`src/rtl/pss_pkg.sv`:
```
`default_nettype none

package pss_pkg;

   localparam int UNITS_W = 10;
   localparam int SLOT_W  = 5;
   localparam int PHASE_W = 4;
   localparam int QUEUE_DEPTH = 2;

   // command codes on req_command
   localparam logic [2:0] CMD_TICK       = 3'd0;
   localparam logic [2:0] CMD_REGISTER   = 3'd1;
   localparam logic [2:0] CMD_UNREGISTER = 3'd2;
   localparam logic [2:0] CMD_BURST      = 3'd3;
   localparam logic [2:0] CMD_RELAX      = 3'd4;

   // result kinds
   localparam logic [1:0] KIND_FIRE    = 2'd0;
   localparam logic [1:0] KIND_SUMMARY = 2'd1;
   localparam logic [1:0] KIND_ACK     = 2'd2;

   // sleep reasons
   localparam logic [1:0] REASON_NEXT_CALL = 2'd0;
   localparam logic [1:0] REASON_ALIGN     = 2'd1;
   localparam logic [1:0] REASON_IDLE      = 2'd2;

   localparam logic [0:0] STATUS_OK       = 1'b0;
   localparam logic [0:0] STATUS_REJECTED = 1'b1;

   localparam logic [UNITS_W-1:0] SLEEP_MAX = 10'd1000;
   localparam logic [UNITS_W-1:0] PHASE_MOD = 10'd10;

   // reciprocal of 10 scaled by 2^16, rounded down
   localparam logic [12:0] RECIP_TEN = 13'd6553;
   localparam int          RECIP_SHIFT = 16;

   typedef enum logic [2:0] {
      OP_TICK,
      OP_REGISTER,
      OP_UNREGISTER,
      OP_BURST,
      OP_RELAX,
      OP_REJECT
   } op_code_type;

   typedef struct packed {
      op_code_type        code;
      logic [SLOT_W-1:0]  slot;
      logic [UNITS_W-1:0] relax_units;
      logic [UNITS_W-1:0] burst_units;
      logic               has_init;
      logic [UNITS_W-1:0] elapsed;
   } op_type;

   typedef struct packed {
      logic [UNITS_W-1:0] relax;
      logic [UNITS_W-1:0] burst;
   } pair_type;

endpackage

`default_nettype wire

```
`src/rtl/pss_front.sv`:
```
`default_nettype none

module pss_front import pss_pkg::*; #(
   parameter int SLOTS = 32
) (
   input  wire logic               start,
   input  wire logic               busy,
   input  wire logic [2:0]         req_command,
   input  wire logic [SLOT_W-1:0]  req_slot,
   input  wire logic [UNITS_W-1:0] req_relax_units,
   input  wire logic [UNITS_W-1:0] req_burst_units,
   input  wire logic               req_has_init,
   input  wire logic [UNITS_W-1:0] req_elapsed,
   output logic                    push,
   output op_type                  op
);

   logic slot_ok;

   assign push    = start && !busy;
   assign slot_ok = 7'(req_slot) < 7'(SLOTS);

   always_comb begin
      op.slot         = req_slot;
      op.relax_units  = req_relax_units;
      op.burst_units  = req_burst_units;
      op.has_init     = req_has_init;
      op.elapsed      = req_elapsed;
      op.code         = OP_REJECT;
      if (req_command == CMD_TICK) begin
         op.code = OP_TICK;
      end else if (slot_ok) begin
         unique case (req_command)
            CMD_REGISTER: begin
               op.code = (req_relax_units == '0) ? OP_REJECT : OP_REGISTER;
            end
            CMD_UNREGISTER: op.code = OP_UNREGISTER;
            CMD_BURST:      op.code = OP_BURST;
            CMD_RELAX:      op.code = OP_RELAX;
            default:        op.code = OP_REJECT;
         endcase
      end
   end

endmodule

`default_nettype wire

```
`src/rtl/pss_queue.sv`:
```
`default_nettype none

module pss_queue import pss_pkg::*; (
   input  wire logic   clock,
   input  wire logic   reset,
   input  wire logic   push,
   input  wire op_type push_op,
   input  wire logic   pop,
   output op_type      head,
   output logic        empty,
   output logic        full
);

   localparam int PTR_W = $clog2(QUEUE_DEPTH);

   op_type             entry_ff [QUEUE_DEPTH];
   logic [PTR_W-1:0]   wr_ptr_ff;
   logic [PTR_W-1:0]   rd_ptr_ff;
   logic [PTR_W:0]     count_ff;

   assign empty = (count_ff == '0);
   assign full  = (count_ff == (PTR_W+1)'(QUEUE_DEPTH));
   assign head  = entry_ff[rd_ptr_ff];

   always_ff @(posedge clock) begin
      if (push) begin
         entry_ff[wr_ptr_ff] <= push_op;
      end
   end

   always_ff @(posedge clock) begin
      if (reset) begin
         wr_ptr_ff <= '0;
         rd_ptr_ff <= '0;
         count_ff  <= '0;
      end else begin
         if (push) wr_ptr_ff <= wr_ptr_ff + 1'b1;
         if (pop)  rd_ptr_ff <= rd_ptr_ff + 1'b1;
         case ({push, pop})
            2'b10:   count_ff <= count_ff + 1'b1;
            2'b01:   count_ff <= count_ff - 1'b1;
            default: count_ff <= count_ff;
         endcase
      end
   end

endmodule

`default_nettype wire

```
`src/rtl/pss_engine.sv`:
```
`default_nettype none

module pss_engine import pss_pkg::*; #(
   parameter int SLOTS = 32
) (
   input  wire logic                clock,
   input  wire logic                reset,
   input  wire logic                q_empty,
   input  wire op_type              q_head,
   output logic                     q_pop,
   output logic                     rsp_strobe,
   output logic [1:0]               rsp_kind,
   output logic [SLOT_W-1:0]        rsp_fire_slot,
   output logic                     rsp_fire_init,
   output logic                     rsp_fire_main,
   output logic [UNITS_W-1:0]       rsp_rest_units,
   output logic [1:0]               rsp_rest_cause,
   output logic                     rsp_status,
   output logic                     rsp_last
);

   localparam int IDX_W = (SLOTS > 1) ? $clog2(SLOTS) : 1;
   localparam logic [IDX_W-1:0] LAST_IDX = IDX_W'(SLOTS - 1);

   typedef enum logic [2:0] {
      S_IDLE,
      S_CMD_RD,
      S_CMD,
      S_PHASE,
      S_ALIGN,
      S_WALK,
      S_SUM
   } state_type;

   state_type              state_ff;
   op_type                 cur_ff;
   logic [IDX_W-1:0]       walk_ff;
   logic [PHASE_W-1:0]     phase_ff;
   logic [6:0]             quot_ff;
   logic [UNITS_W-1:0]     sleep_ff;
   logic [1:0]             reason_ff;
   logic                   any_ff;

   logic [SLOTS-1:0]       registered_ff;
   logic [SLOTS-1:0]       aligned_ff;
   logic [SLOTS-1:0]       bursting_ff;
   logic [SLOTS-1:0]       init_ff;
   logic [SLOTS-1:0]       period_valid_ff;
   logic [SLOTS-1:0]       left_valid_ff;

   pair_type               period_mem [SLOTS];
   pair_type               left_mem   [SLOTS];
   pair_type               rd_period_ff;
   pair_type               rd_left_ff;

   logic                   rsp_strobe_ff;
   logic [1:0]             rsp_kind_ff;
   logic [SLOT_W-1:0]      rsp_fire_slot_ff;
   logic                   rsp_fire_init_ff;
   logic                   rsp_fire_main_ff;
   logic [UNITS_W-1:0]     rsp_rest_units_ff;
   logic [1:0]             rsp_rest_cause_ff;
   logic                   rsp_status_ff;
   logic                   rsp_last_ff;

   logic [IDX_W-1:0]       cur_idx;
   logic [IDX_W-1:0]       sel_idx;
   logic [IDX_W-1:0]       rd_addr;
   logic                   s_reg;
   logic                   s_aligned;
   logic                   s_burst;
   logic                   s_init;
   pair_type               per;
   pair_type               lft;
   logic [UNITS_W-1:0]     passed;
   logic                   b_out;
   logic                   r_out;
   pair_type               left_new;
   logic [UNITS_W-1:0]     active;
   logic                   waiting_align;
   logic                   fire_init;
   logic                   fire_main;
   logic [UNITS_W-1:0]     need;
   logic [10:0]            phase_sum;
   logic [23:0]            recip_prod;
   logic [10:0]            rem;
   logic                   period_we;
   logic                   left_we;
   pair_type               period_wdata;

   assign cur_idx = IDX_W'(cur_ff.slot);
   assign sel_idx = (state_ff == S_WALK) ? walk_ff : cur_idx;
   assign q_pop   = (state_ff == S_IDLE) && !q_empty;
   assign passed  = cur_ff.elapsed;

   always_comb begin
      case (state_ff)
         S_ALIGN: rd_addr = '0;
         S_WALK:  rd_addr = (walk_ff == LAST_IDX) ? walk_ff : walk_ff + 1'b1;
         default: rd_addr = cur_idx;
      endcase
   end

   // slot view; unwritten storage reads as zero
   assign s_reg     = registered_ff[sel_idx];
   assign s_aligned = aligned_ff[sel_idx];
   assign s_burst   = bursting_ff[sel_idx];
   assign s_init    = init_ff[sel_idx];
   assign per       = period_valid_ff[sel_idx] ? rd_period_ff : '0;
   assign lft       = left_valid_ff[sel_idx] ? rd_left_ff : '0;

   assign b_out          = lft.burst <= passed;
   assign r_out          = lft.relax <= passed;
   assign left_new.burst = b_out ? per.burst : lft.burst - passed;
   assign left_new.relax = r_out ? per.relax : lft.relax - passed;
   assign active         = s_burst ? left_new.burst : left_new.relax;
   assign waiting_align  = !s_aligned && (phase_ff != '0);
   assign fire_init      = !s_aligned && s_init;
   assign fire_main      = !s_aligned || (s_burst ? b_out : r_out);
   assign need           = PHASE_MOD - UNITS_W'(phase_ff);

   // phase mod 10 by reciprocal, one correction step
   assign phase_sum  = 11'(phase_ff) + 11'(passed);
   assign recip_prod = 24'(phase_sum) * 24'(RECIP_TEN);
   assign rem        = phase_sum - 11'({quot_ff, 3'b000}) - 11'({quot_ff, 1'b0});

   assign period_we    = (state_ff == S_CMD) && (cur_ff.code == OP_REGISTER);
   assign period_wdata = '{relax: cur_ff.relax_units, burst: cur_ff.burst_units};
   assign left_we      = (state_ff == S_WALK) && s_reg && !waiting_align;

   always_ff @(posedge clock) begin
      if (period_we) period_mem[cur_idx] <= period_wdata;
      if (left_we)   left_mem[walk_ff]   <= left_new;
      rd_period_ff <= period_mem[rd_addr];
      rd_left_ff   <= left_mem[rd_addr];
   end

   always_ff @(posedge clock) begin
      if (reset) begin
         state_ff        <= S_IDLE;
         phase_ff        <= '0;
         registered_ff   <= '0;
         aligned_ff      <= '0;
         bursting_ff     <= '0;
         init_ff         <= '0;
         period_valid_ff <= '0;
         left_valid_ff   <= '0;
         rsp_strobe_ff   <= 1'b0;
         walk_ff         <= '0;
         any_ff          <= 1'b0;
      end else begin
         rsp_strobe_ff <= 1'b0;
         unique case (state_ff)
            S_IDLE: begin
               if (!q_empty) begin
                  cur_ff <= q_head;
                  if (q_head.code == OP_TICK) begin
                     sleep_ff  <= SLEEP_MAX;
                     reason_ff <= REASON_NEXT_CALL;
                     any_ff    <= 1'b0;
                     state_ff  <= S_PHASE;
                  end else begin
                     state_ff <= S_CMD_RD;
                  end
               end
            end
            S_CMD_RD: begin
               state_ff <= S_CMD;
            end
            S_CMD: begin
               rsp_strobe_ff       <= 1'b1;
               rsp_kind_ff         <= KIND_ACK;
               rsp_fire_slot_ff    <= '0;
               rsp_fire_init_ff    <= 1'b0;
               rsp_fire_main_ff    <= 1'b0;
               rsp_rest_units_ff   <= '0;
               rsp_rest_cause_ff   <= REASON_NEXT_CALL;
               rsp_last_ff         <= 1'b1;
               rsp_status_ff       <= STATUS_OK;
               unique case (cur_ff.code)
                  OP_REGISTER: begin
                     registered_ff[cur_idx]   <= 1'b1;
                     aligned_ff[cur_idx]      <= 1'b0;
                     bursting_ff[cur_idx]     <= 1'b0;
                     init_ff[cur_idx]         <= cur_ff.has_init;
                     period_valid_ff[cur_idx] <= 1'b1;
                  end
                  OP_UNREGISTER: begin
                     registered_ff[cur_idx]   <= 1'b0;
                     aligned_ff[cur_idx]      <= 1'b0;
                     bursting_ff[cur_idx]     <= 1'b0;
                     init_ff[cur_idx]         <= 1'b0;
                     period_valid_ff[cur_idx] <= 1'b0;
                     left_valid_ff[cur_idx]   <= 1'b0;
                  end
                  OP_BURST: begin
                     if (per.burst == '0) begin
                        rsp_status_ff <= STATUS_REJECTED;
                     end else begin
                        bursting_ff[cur_idx] <= 1'b1;
                     end
                  end
                  OP_RELAX: begin
                     bursting_ff[cur_idx] <= 1'b0;
                  end
                  default: begin
                     rsp_status_ff <= STATUS_REJECTED;
                  end
               endcase
               state_ff <= S_IDLE;
            end
            S_PHASE: begin
               quot_ff  <= recip_prod[RECIP_SHIFT+6:RECIP_SHIFT];
               state_ff <= S_ALIGN;
            end
            S_ALIGN: begin
               phase_ff <= (rem >= 11'(PHASE_MOD)) ? PHASE_W'(rem - 11'(PHASE_MOD))
                                                   : PHASE_W'(rem);
               walk_ff  <= '0;
               state_ff <= S_WALK;
            end
            S_WALK: begin
               if (s_reg) begin
                  any_ff <= 1'b1;
                  if (waiting_align) begin
                     if (need < sleep_ff) begin
                        sleep_ff  <= need;
                        reason_ff <= REASON_ALIGN;
                     end
                  end else begin
                     aligned_ff[walk_ff]    <= 1'b1;
                     left_valid_ff[walk_ff] <= 1'b1;
                     if (active < sleep_ff) begin
                        sleep_ff  <= active;
                        reason_ff <= REASON_NEXT_CALL;
                     end
                     if (fire_init || fire_main) begin
                        rsp_strobe_ff       <= 1'b1;
                        rsp_kind_ff         <= KIND_FIRE;
                        rsp_fire_slot_ff    <= SLOT_W'(walk_ff);
                        rsp_fire_init_ff    <= fire_init;
                        rsp_fire_main_ff    <= fire_main;
                        rsp_rest_units_ff   <= '0;
                        rsp_rest_cause_ff   <= REASON_NEXT_CALL;
                        rsp_status_ff       <= STATUS_OK;
                        rsp_last_ff         <= 1'b0;
                     end
                  end
               end
               if (walk_ff == LAST_IDX) begin
                  state_ff <= S_SUM;
               end else begin
                  walk_ff <= walk_ff + 1'b1;
               end
            end
            S_SUM: begin
               rsp_strobe_ff       <= 1'b1;
               rsp_kind_ff         <= KIND_SUMMARY;
               rsp_fire_slot_ff    <= '0;
               rsp_fire_init_ff    <= 1'b0;
               rsp_fire_main_ff    <= 1'b0;
               rsp_rest_units_ff   <= sleep_ff;
               rsp_rest_cause_ff   <= any_ff ? reason_ff : REASON_IDLE;
               rsp_status_ff       <= STATUS_OK;
               rsp_last_ff         <= 1'b1;
               state_ff            <= S_IDLE;
            end
            default: state_ff <= S_IDLE;
         endcase
      end
   end

   assign rsp_strobe       = rsp_strobe_ff;
   assign rsp_kind         = rsp_kind_ff;
   assign rsp_fire_slot    = rsp_fire_slot_ff;
   assign rsp_fire_init    = rsp_fire_init_ff;
   assign rsp_fire_main    = rsp_fire_main_ff;
   assign rsp_rest_units   = rsp_rest_units_ff;
   assign rsp_rest_cause   = rsp_rest_cause_ff;
   assign rsp_status       = rsp_status_ff;
   assign rsp_last         = rsp_last_ff;

endmodule

`default_nettype wire

```
`src/rtl/periodic_slot_scheduler_core.sv`:
```
`default_nettype none

// Periodic slot scheduler. Commands enter on start while busy is low and are
// held in a two-entry queue, so up to two items can be taken while the
// engine works. Each result is shown for one cycle with rsp_strobe and must
// be taken then: the receiver cannot stall the block. A tick walks all
// SLOTS slots, one per cycle, through the slot memories; it emits one fire
// result per firing slot, in index order, then the summary with rsp_last set.
// Register, unregister, burst and relax each pass through a registered period
// read and give one acknowledge with rsp_last set.
// No clearing pass is needed after reset.

module periodic_slot_scheduler_core import pss_pkg::*; #(
   parameter int SLOTS = 32
) (
   input  wire logic               clock,
   input  wire logic               reset,
   // command channel
   input  wire logic               start,
   output logic                    busy,
   input  wire logic [2:0]         req_command,
   input  wire logic [SLOT_W-1:0]  req_slot,
   input  wire logic [UNITS_W-1:0] req_relax_units,
   input  wire logic [UNITS_W-1:0] req_burst_units,
   input  wire logic               req_has_init,
   input  wire logic [UNITS_W-1:0] req_elapsed,
   // result channel
   output logic                    rsp_strobe,
   output logic [1:0]              rsp_kind,
   output logic [SLOT_W-1:0]       rsp_fire_slot,
   output logic                    rsp_fire_init,
   output logic                    rsp_fire_main,
   output logic [UNITS_W-1:0]      rsp_rest_units,
   output logic [1:0]              rsp_rest_cause,
   output logic                    rsp_status,
   output logic                    rsp_last
);

   logic   push;
   op_type push_op;
   op_type head;
   logic   empty;
   logic   full;
   logic   pop;

   // busy only reflects queue fill, not engine activity
   assign busy = full;

   // front: accept and classify the item
   pss_front #(.SLOTS(SLOTS)) u_front (
      .start            (start),
      .busy             (busy),
      .req_command      (req_command),
      .req_slot         (req_slot),
      .req_relax_units  (req_relax_units),
      .req_burst_units  (req_burst_units),
      .req_has_init     (req_has_init),
      .req_elapsed      (req_elapsed),
      .push             (push),
      .op               (push_op)
   );

   // queue between front and engine
   pss_queue u_queue (
      .clock   (clock),
      .reset   (reset),
      .push    (push),
      .push_op (push_op),
      .pop     (pop),
      .head    (head),
      .empty   (empty),
      .full    (full)
   );

   // back: slot state, tick walk and result generation
   pss_engine #(.SLOTS(SLOTS)) u_engine (
      .clock            (clock),
      .reset            (reset),
      .q_empty          (empty),
      .q_head           (head),
      .q_pop            (pop),
      .rsp_strobe       (rsp_strobe),
      .rsp_kind         (rsp_kind),
      .rsp_fire_slot    (rsp_fire_slot),
      .rsp_fire_init    (rsp_fire_init),
      .rsp_fire_main    (rsp_fire_main),
      .rsp_rest_units   (rsp_rest_units),
      .rsp_rest_cause   (rsp_rest_cause),
      .rsp_status       (rsp_status),
      .rsp_last         (rsp_last)
   );

endmodule

`default_nettype wire

```
`config.mk`:
```
export PLATFORM = sky130hd
export DESIGN_NAME = periodic_slot_scheduler_core
export DESIGN_NICKNAME = d
export VERILOG_FILES = /design/src/rtl/pss_pkg.sv /design/src/rtl/pss_front.sv /design/src/rtl/pss_queue.sv /design/src/rtl/pss_engine.sv /design/src/rtl/periodic_slot_scheduler_core.sv
export SDC_FILE = /design/constraint.sdc
export NUM_CORES = 2
export LEC_CHECK = 0
export BUFFER_PORTS_ARGS = -buffer_cell sky130_fd_sc_hd__buf_2
export CAP_MARGIN = 30
export CORE_UTILIZATION = 60
export DETAILED_ROUTE_END_ITERATION = 8
export GPL_TIMING_DRIVEN = 0
export PLACE_DENSITY = 0.76
export SYNTH_ARGS = -nofsm -noshare
export SYNTH_HDL_FRONTEND = slang
export SYNTH_SLANG_ARGS = --single-unit
```
`constraint.sdc`:
```
create_clock -name clock -period 11.8 [get_ports clock]
set_input_delay 1.18 -clock clock [delete_from_list [all_inputs] [get_ports clock]]
set_output_delay 1.18 -clock clock [all_outputs]
set_load 0.05 [all_outputs]
```
Yosys cells after proc, flatten, opt, wreduce, memory -nomap -nowiden:

Memories as Yosys holds them, arrays and structs flattened. A register that Yosys moved wholly into a read port is not among the register bits.
Cells that the tools add are included.

* memory bits (writable): 1358
* memories kept: 3
* register bits: 291

Memories
* u_engine.left_mem: depth 32, width 20, read ports 1, clocked after memory_dff 1, write ports 1, RTL line pss_engine.sv:52 `pair_type left_mem [SLOTS];`
* u_engine.period_mem: depth 32, width 20, read ports 1, clocked after memory_dff 1, write ports 1, RTL line pss_engine.sv:51 `pair_type period_mem [SLOTS];`
* u_queue.entry_ff: depth 2, width 39, read ports 1, clocked after memory_dff 1, write ports 1, RTL line pss_queue.sv:16 `op_type entry_ff [QUEUE_DEPTH];`

* bitwise operators: 14
* $lt $le $gt $ge: 10
* eq/ne operators: 29
* reduce and logical (&&, ||, !) cells: 44
* muxes and demuxes: 108
* $add $sub $neg: 12
* multipliers: 1

Operators with widths (count)
* 32-bit case mux with 2 select lines: 6
* 32-bit 2-to-1 mux: 7
* 32-bit bitwise AND: 6
* 32-bit OR: 5
* 10-bit 2-to-1 mux: 12
* 20-bit 2-to-1 mux: 2
* 1-bit 2-to-1 mux: 33
* 32-bit bitwise mux: 1
* 32-bit NOT: 1
* 1-bit binary-select mux with 5-bit select: 6
* 10-bit case mux with 3 select lines: 1
* 5-bit case mux with 2 select lines: 3
* 5-bit 2-to-1 mux: 5
* 11-bit by 13-bit multiplier with 23-bit output, second input constant: 1
* 2-bit 2-to-1 mux: 11
* 10-bit <= comparator: 2
* 10-bit zero test: 2
* 10-bit < comparator: 2
* 10-bit case mux with 2 select lines: 1
* 10-bit subtractor: 2
* 3-bit by 2-bit equality test with 1-bit output, second input constant: 6
* 5-bit by 6-bit < comparator with 1-bit output, second input constant: 3
* 2-bit != test, second input constant: 8
* 3-bit equality test, second input constant: 5
* other kinds (43): 87

Longest topological paths before layout:

* depth in word-level cells: 13
* gate-level depth with buffers: 35
* depth with buffers taken out: 29

Modules after synthesis:

A second synthesis with hierarchy kept.

* cell total of the unflattened synthesis: 4436
* area, all modules: 70298.7 sq um

Modules (own cells, without submodules)
* pss_engine: times used 1, cells each 4250, area an instance 66961.7 sq um, seq. area each 45123.3 sq um
* pss_queue: times used 1, cells each 143, area an instance 3009.1 sq um, seq. area each 2442.3 sq um
* pss_front: times used 1, cells each 43, area an instance 327.8 sq um, seq. area each 0.0 sq um

Worst setup path before layout:

OpenSTA, ideal clock, no wires.

* path kind: reg2reg
* start: register u_engine.walk_ff[1]
* end: register u_engine.reason_ff[0], enable pin
* period minus slack after synthesis: 7.735 ns
* data required time: 11.447 ns
* path buffers: 8
* cell stages (with the launch flop): 36
* data arrival time: 7.382 ns
* path slack: 4.065 ns
* setup time: 0.353 ns
* cells stage by stage: dfxtp_1 buf_2 and4b_1 a21o_1 buf_4 buf_6 buf_2 buf_1 mux4_2 nand2_1 nand3_1 a31oi_1 clkbuf_1 nand2b_1 ha_1 inv_1 fa_1 a21o_1 a21oi_1 o211ai_1 a41oi_1 or2_2 clkbuf_1 clkbuf_1 a31o_2 mux2i_1 inv_1 ha_1 a21o_1 a21o_1 a21oi_1 nor2_1 a2111oi_0 o21ai_0 a221oi_2 o31a_1

RTL lines
* from (decl): RTL line pss_engine.sv:37 `logic [IDX_W-1:0] walk_ff;`
* from (signal assigned): RTL line pss_engine.sv:253 `walk_ff <= walk_ff + 1'b1;`
* to (signal assigned): RTL line pss_engine.sv:159 `reason_ff <= REASON_NEXT_CALL;`
* to (signal assigned): RTL line pss_engine.sv:228 `reason_ff <= REASON_ALIGN;`
* to (signal assigned): RTL line pss_engine.sv:235 `reason_ff <= REASON_NEXT_CALL;`
* to (decl): RTL line pss_engine.sv:41 `logic [1:0] reason_ff;`

==> results.json <==
{
  "post_cts_buffers": 0,
  "ys.warnings.count": 0,
  "worst_pin_slew_ps": 1060,
  "max_freq_ghz": 0.0881,
  "synth-edff-count": 1438,
  "post_synth.cell_area_avg_sq_um": 12.4,
  "drv_slew": 0,
  "final_cell_area_sq_um": 80500,
  "firstDrtPassIters": 8,
  "power_density_nw_per_um2": 221,
  "grt_pass1_wl_um": 316000,
  "ys_ff_latch": 1657,
  "synth-main-ff-cell": "edfxtp_1",
  "cts_buffer_depth": 3,
  "fp.dieW_um": 345,
  "ant_nets": 0,
  "crit_path_start_kind": "flop",
  "num_rows": 125,
  "layout_common_cells": "1438 x edfxtp_1, 1428 x nand2_1, 356 x nand3_1, 317 x clkbuf_1, 242 x a311oi_1",
  "die_y_um": 345,
  "cp_max_fo": 33,
  "cts_hold_buffers": 0,
  "routed_via_density": 6.46,
  "gp_congestion": 1.00,
  "vias": 50100,
  "worstSkewPairLatency_ps": 790,
  "syn-num-nets": 5918,
  "multi_input_area_sq_um": 21200,
  "final_common_cell": "edfxtp_1",
  "cts_tree": "built",
  "slew_headroom_pct": 29.3,
  "worstHoldPathType": "flop to flop",
  "crit_top_cell": "a21o_1",
  "gr-total-overflow": 0,
  "grt_max_degree": 38,
  "drive_gt1_share_pct": 11.2,
  "critPathSlowestCell": "a31o_2",
  "r2r_cells": 35,
  "crit_required_ps": 12210,
  "io_buffers": 66,
  "core_area_sq_um": 117000,
  "cts.repair.resized": 0,
  "wl_um": 221000,
  "worstPathArrival_ps": 11760,
  "cp-end-kind": "flop",
  "final.setup.tns_ps": 0,
  "leakage_nw": 29.6,
  "status": "finished clean",
  "grt_pass1_vias": 47800,
  "setup_viol": 0,
  "ios": 67,
  "grtUsageTotal_pct": 36.6,
  "ir_worst_vdd_mv": 0.288,
  "clk_pin_slew_worst_paths_ps": 70,
  "drt-initial-drc-count": 6933,
  "finalHoldViolations": 0,
  "critical_path_class": "flop to flop",
  "placedInstanceArea_sq_um": 75100,
  "nets": 6289,
  "htree_levels": 4,
  "rsz0062_at_grt": "no",
  "finClkSkew_ps": 36.4,
  "clockRootBuffer": "clkbuf_16",
  "synthToLayoutAreaGrowth_pct": 13.8,
  "cap_viol_max_count": 0,
  "min_path_cells": 2,
  "post_drt_wl_per_cell_um": 28.5,
  "synth_area_sq_um": 70700,
  "ys_seq_area_share_pct": 67.3,
  "synth_cell_types": 80,
  "period_minus_slack_ps": 11350,
  "post-route-util_pct": 69.1,
  "drc": 0,
  "fin_crit_sh_pct": 96.2,
  "regArea_sq_um": 47600,
  "clock-sinks": 1657,
  "synthArstFlopShare_pct": 0,
  "synth_cells": 5718,
  "cpPeakStageDelay_ps": 870,
  "n_fill_cell": 7819,
  "design.die.area_sq_um": 119000,
  "dpl.hpwl_um": 158000,
  "numCtsBuffers": 163,
  "antenna_found_initial": 7,
  "start_util_pct": 60.7
}
[final timing paths]
kind,startpoint,end,slack [ps]
worst max-delay path,u_engine.walk_ff[1]$_SDFFE_PP0N_,u_engine.sleep_ff[4]$_SDFFCE_PN0P_,450
worst min-delay path,u_engine.left_valid_ff[5]$_SDFFE_PP0P_,u_engine.left_valid_ff[5]$_SDFFE_PP0P_,460
worst max register to register,u_engine.walk_ff[1]$_SDFFE_PP0N_,u_engine.sleep_ff[4]$_SDFFCE_PN0P_,450
worst min register to register,u_engine.left_valid_ff[5]$_SDFFE_PP0P_,u_engine.left_valid_ff[5]$_SDFFE_PP0P_,460
[state kept, by name, summed over array words and instances, names as in the netlist, 7 cells and up, named ones only]
register                 flops
u_engine.left_mem          640
u_engine.cur_ff             24
u_queue.entry_ff            78
u_engine.rd_period_ff       20
u_engine.passed             10
u_engine.left_valid_ff      32
u_engine.sleep_ff           10
u_engine.quot_ff             7
u_engine.init_ff            32
u_engine.rsp_rest_units     10
u_engine.rd_left_ff         20
u_engine.period_mem        640
u_engine.aligned_ff         32
[synthesized netlist by cell type, types with 6 or more instances]
master | count | share of area [%]
a211oi_1 | 86 | 0.91
nand2_1 | 1428 | 7.6
o211a_1 | 32 | 0.45
a32oi_1 | 7 | 0.087
inv_1 | 139 | 0.74
xnor2_1 | 28 | 0.35
nor2_1 | 188 | 1.0
or3_1 | 6 | 0.053
buf_6 | 9 | 0.14
nor4_1 | 10 | 0.088
buf_4 | 12 | 0.13
mux4_2 | 16 | 0.51
nand3_1 | 356 | 2.5
xor2_1 | 15 | 0.19
a21o_1 | 55 | 0.58
a31oi_1 | 92 | 0.81
nor3_1 | 63 | 0.45
mux2i_1 | 95 | 1.3
nand4_1 | 7 | 0.062
clkbuf_1 | 274 | 1.5
or2_2 | 8 | 0.071
fa_1 | 36 | 1.0
a32o_1 | 9 | 0.13
ha_1 | 122 | 2.2
buf_1 | 9 | 0.048
edfxtp_1 | 1438 | 61
o21ai_1 | 8 | 0.057
o21a_1 | 15 | 0.16
a22oi_1 | 35 | 0.37
a311oi_1 | 242 | 3.0
nand3b_1 | 7 | 0.074
a21oi_1 | 157 | 1.1
nand2b_1 | 9 | 0.080
a31o_2 | 15 | 0.19
buf_2 | 77 | 0.54
dfxtp_1 | 219 | 6.2
o21ai_0 | 27 | 0.19
and3_1 | 195 | 1.7
nor2b_1 | 39 | 0.35
mux2_2 | 54 | 0.86
[stage by stage]
step	total power, mW	cells	hold slack, ps	setup slack [ps]
after detailed placement	12.6	7432	451	887
after global routing	18.4	7748	490	54.4
after global placement	12.3	7308	442	1090
after floorplan	10.4	5718	433	4070
final	17.8	7752	462	452
after CTS	17.6	7732	461	847
[metal layers]
layer | part of all wire, % | vias up | GRT usage (%)
li1 | - | 21800 | -
met4 | 7.1 | 2 | 23.4
met1 | 36 | 24300 | 47.3
met2 | 45 | 3240 | 56.3
met5 | 0.0095 | - | 0
met3 | 11 | 685 | 8.39
[layout make-up]
| class | instances | share of cell area (%) |
|---|---|---|
| plain buffers | 382 | 2.06 |
| multi-input cells | 3540 | 26.4 |
| clock buffers | 219 | 5.49 |
| clock inverters | 81 | 0.847 |
| flip-flops and latches | 1657 | 59.1 |
| well taps | 1524 | 2.37 |
| diodes | 4 | 0.0124 |
| repair buffers | 206 | 3.11 |
| inverters | 139 | 0.648 |
[power breakdown]
part           total (mW)  switching, mW  internal [mW]
combinational        5.50           3.79           1.71
sequential           7.24          0.138           7.11
clock                5.04           2.21           2.83
total                17.8           6.14           11.6
[logic make-up (layout without fill, tap and decap cells)]
kind of cell / after synthesis / in the layout / synth area share [%]
buf+inv: 521 / 1027 / 3.08
flops: 1657 / 1657 / 67.3
compound gates: 827 / 827 / 8.64
mux: 170 / 170 / 2.85
xor+xnor: 43 / 43 / 0.533
other cells: 0 / 4 / 0
fa+ha+maj: 158 / 158 / 3.18
simple gates: 2342 / 2342 / 14.5
[critical path, delay by kind of cell, from the launching register on]
family          cells  cell delay [ps]
compound gates     14             4450
buf+inv            10             3400
simple gates        6             1010
mux                 2              890
fa+ha+maj           3              850
flops               1              350
No activity file was read; power rests on OpenSTA's default activity.
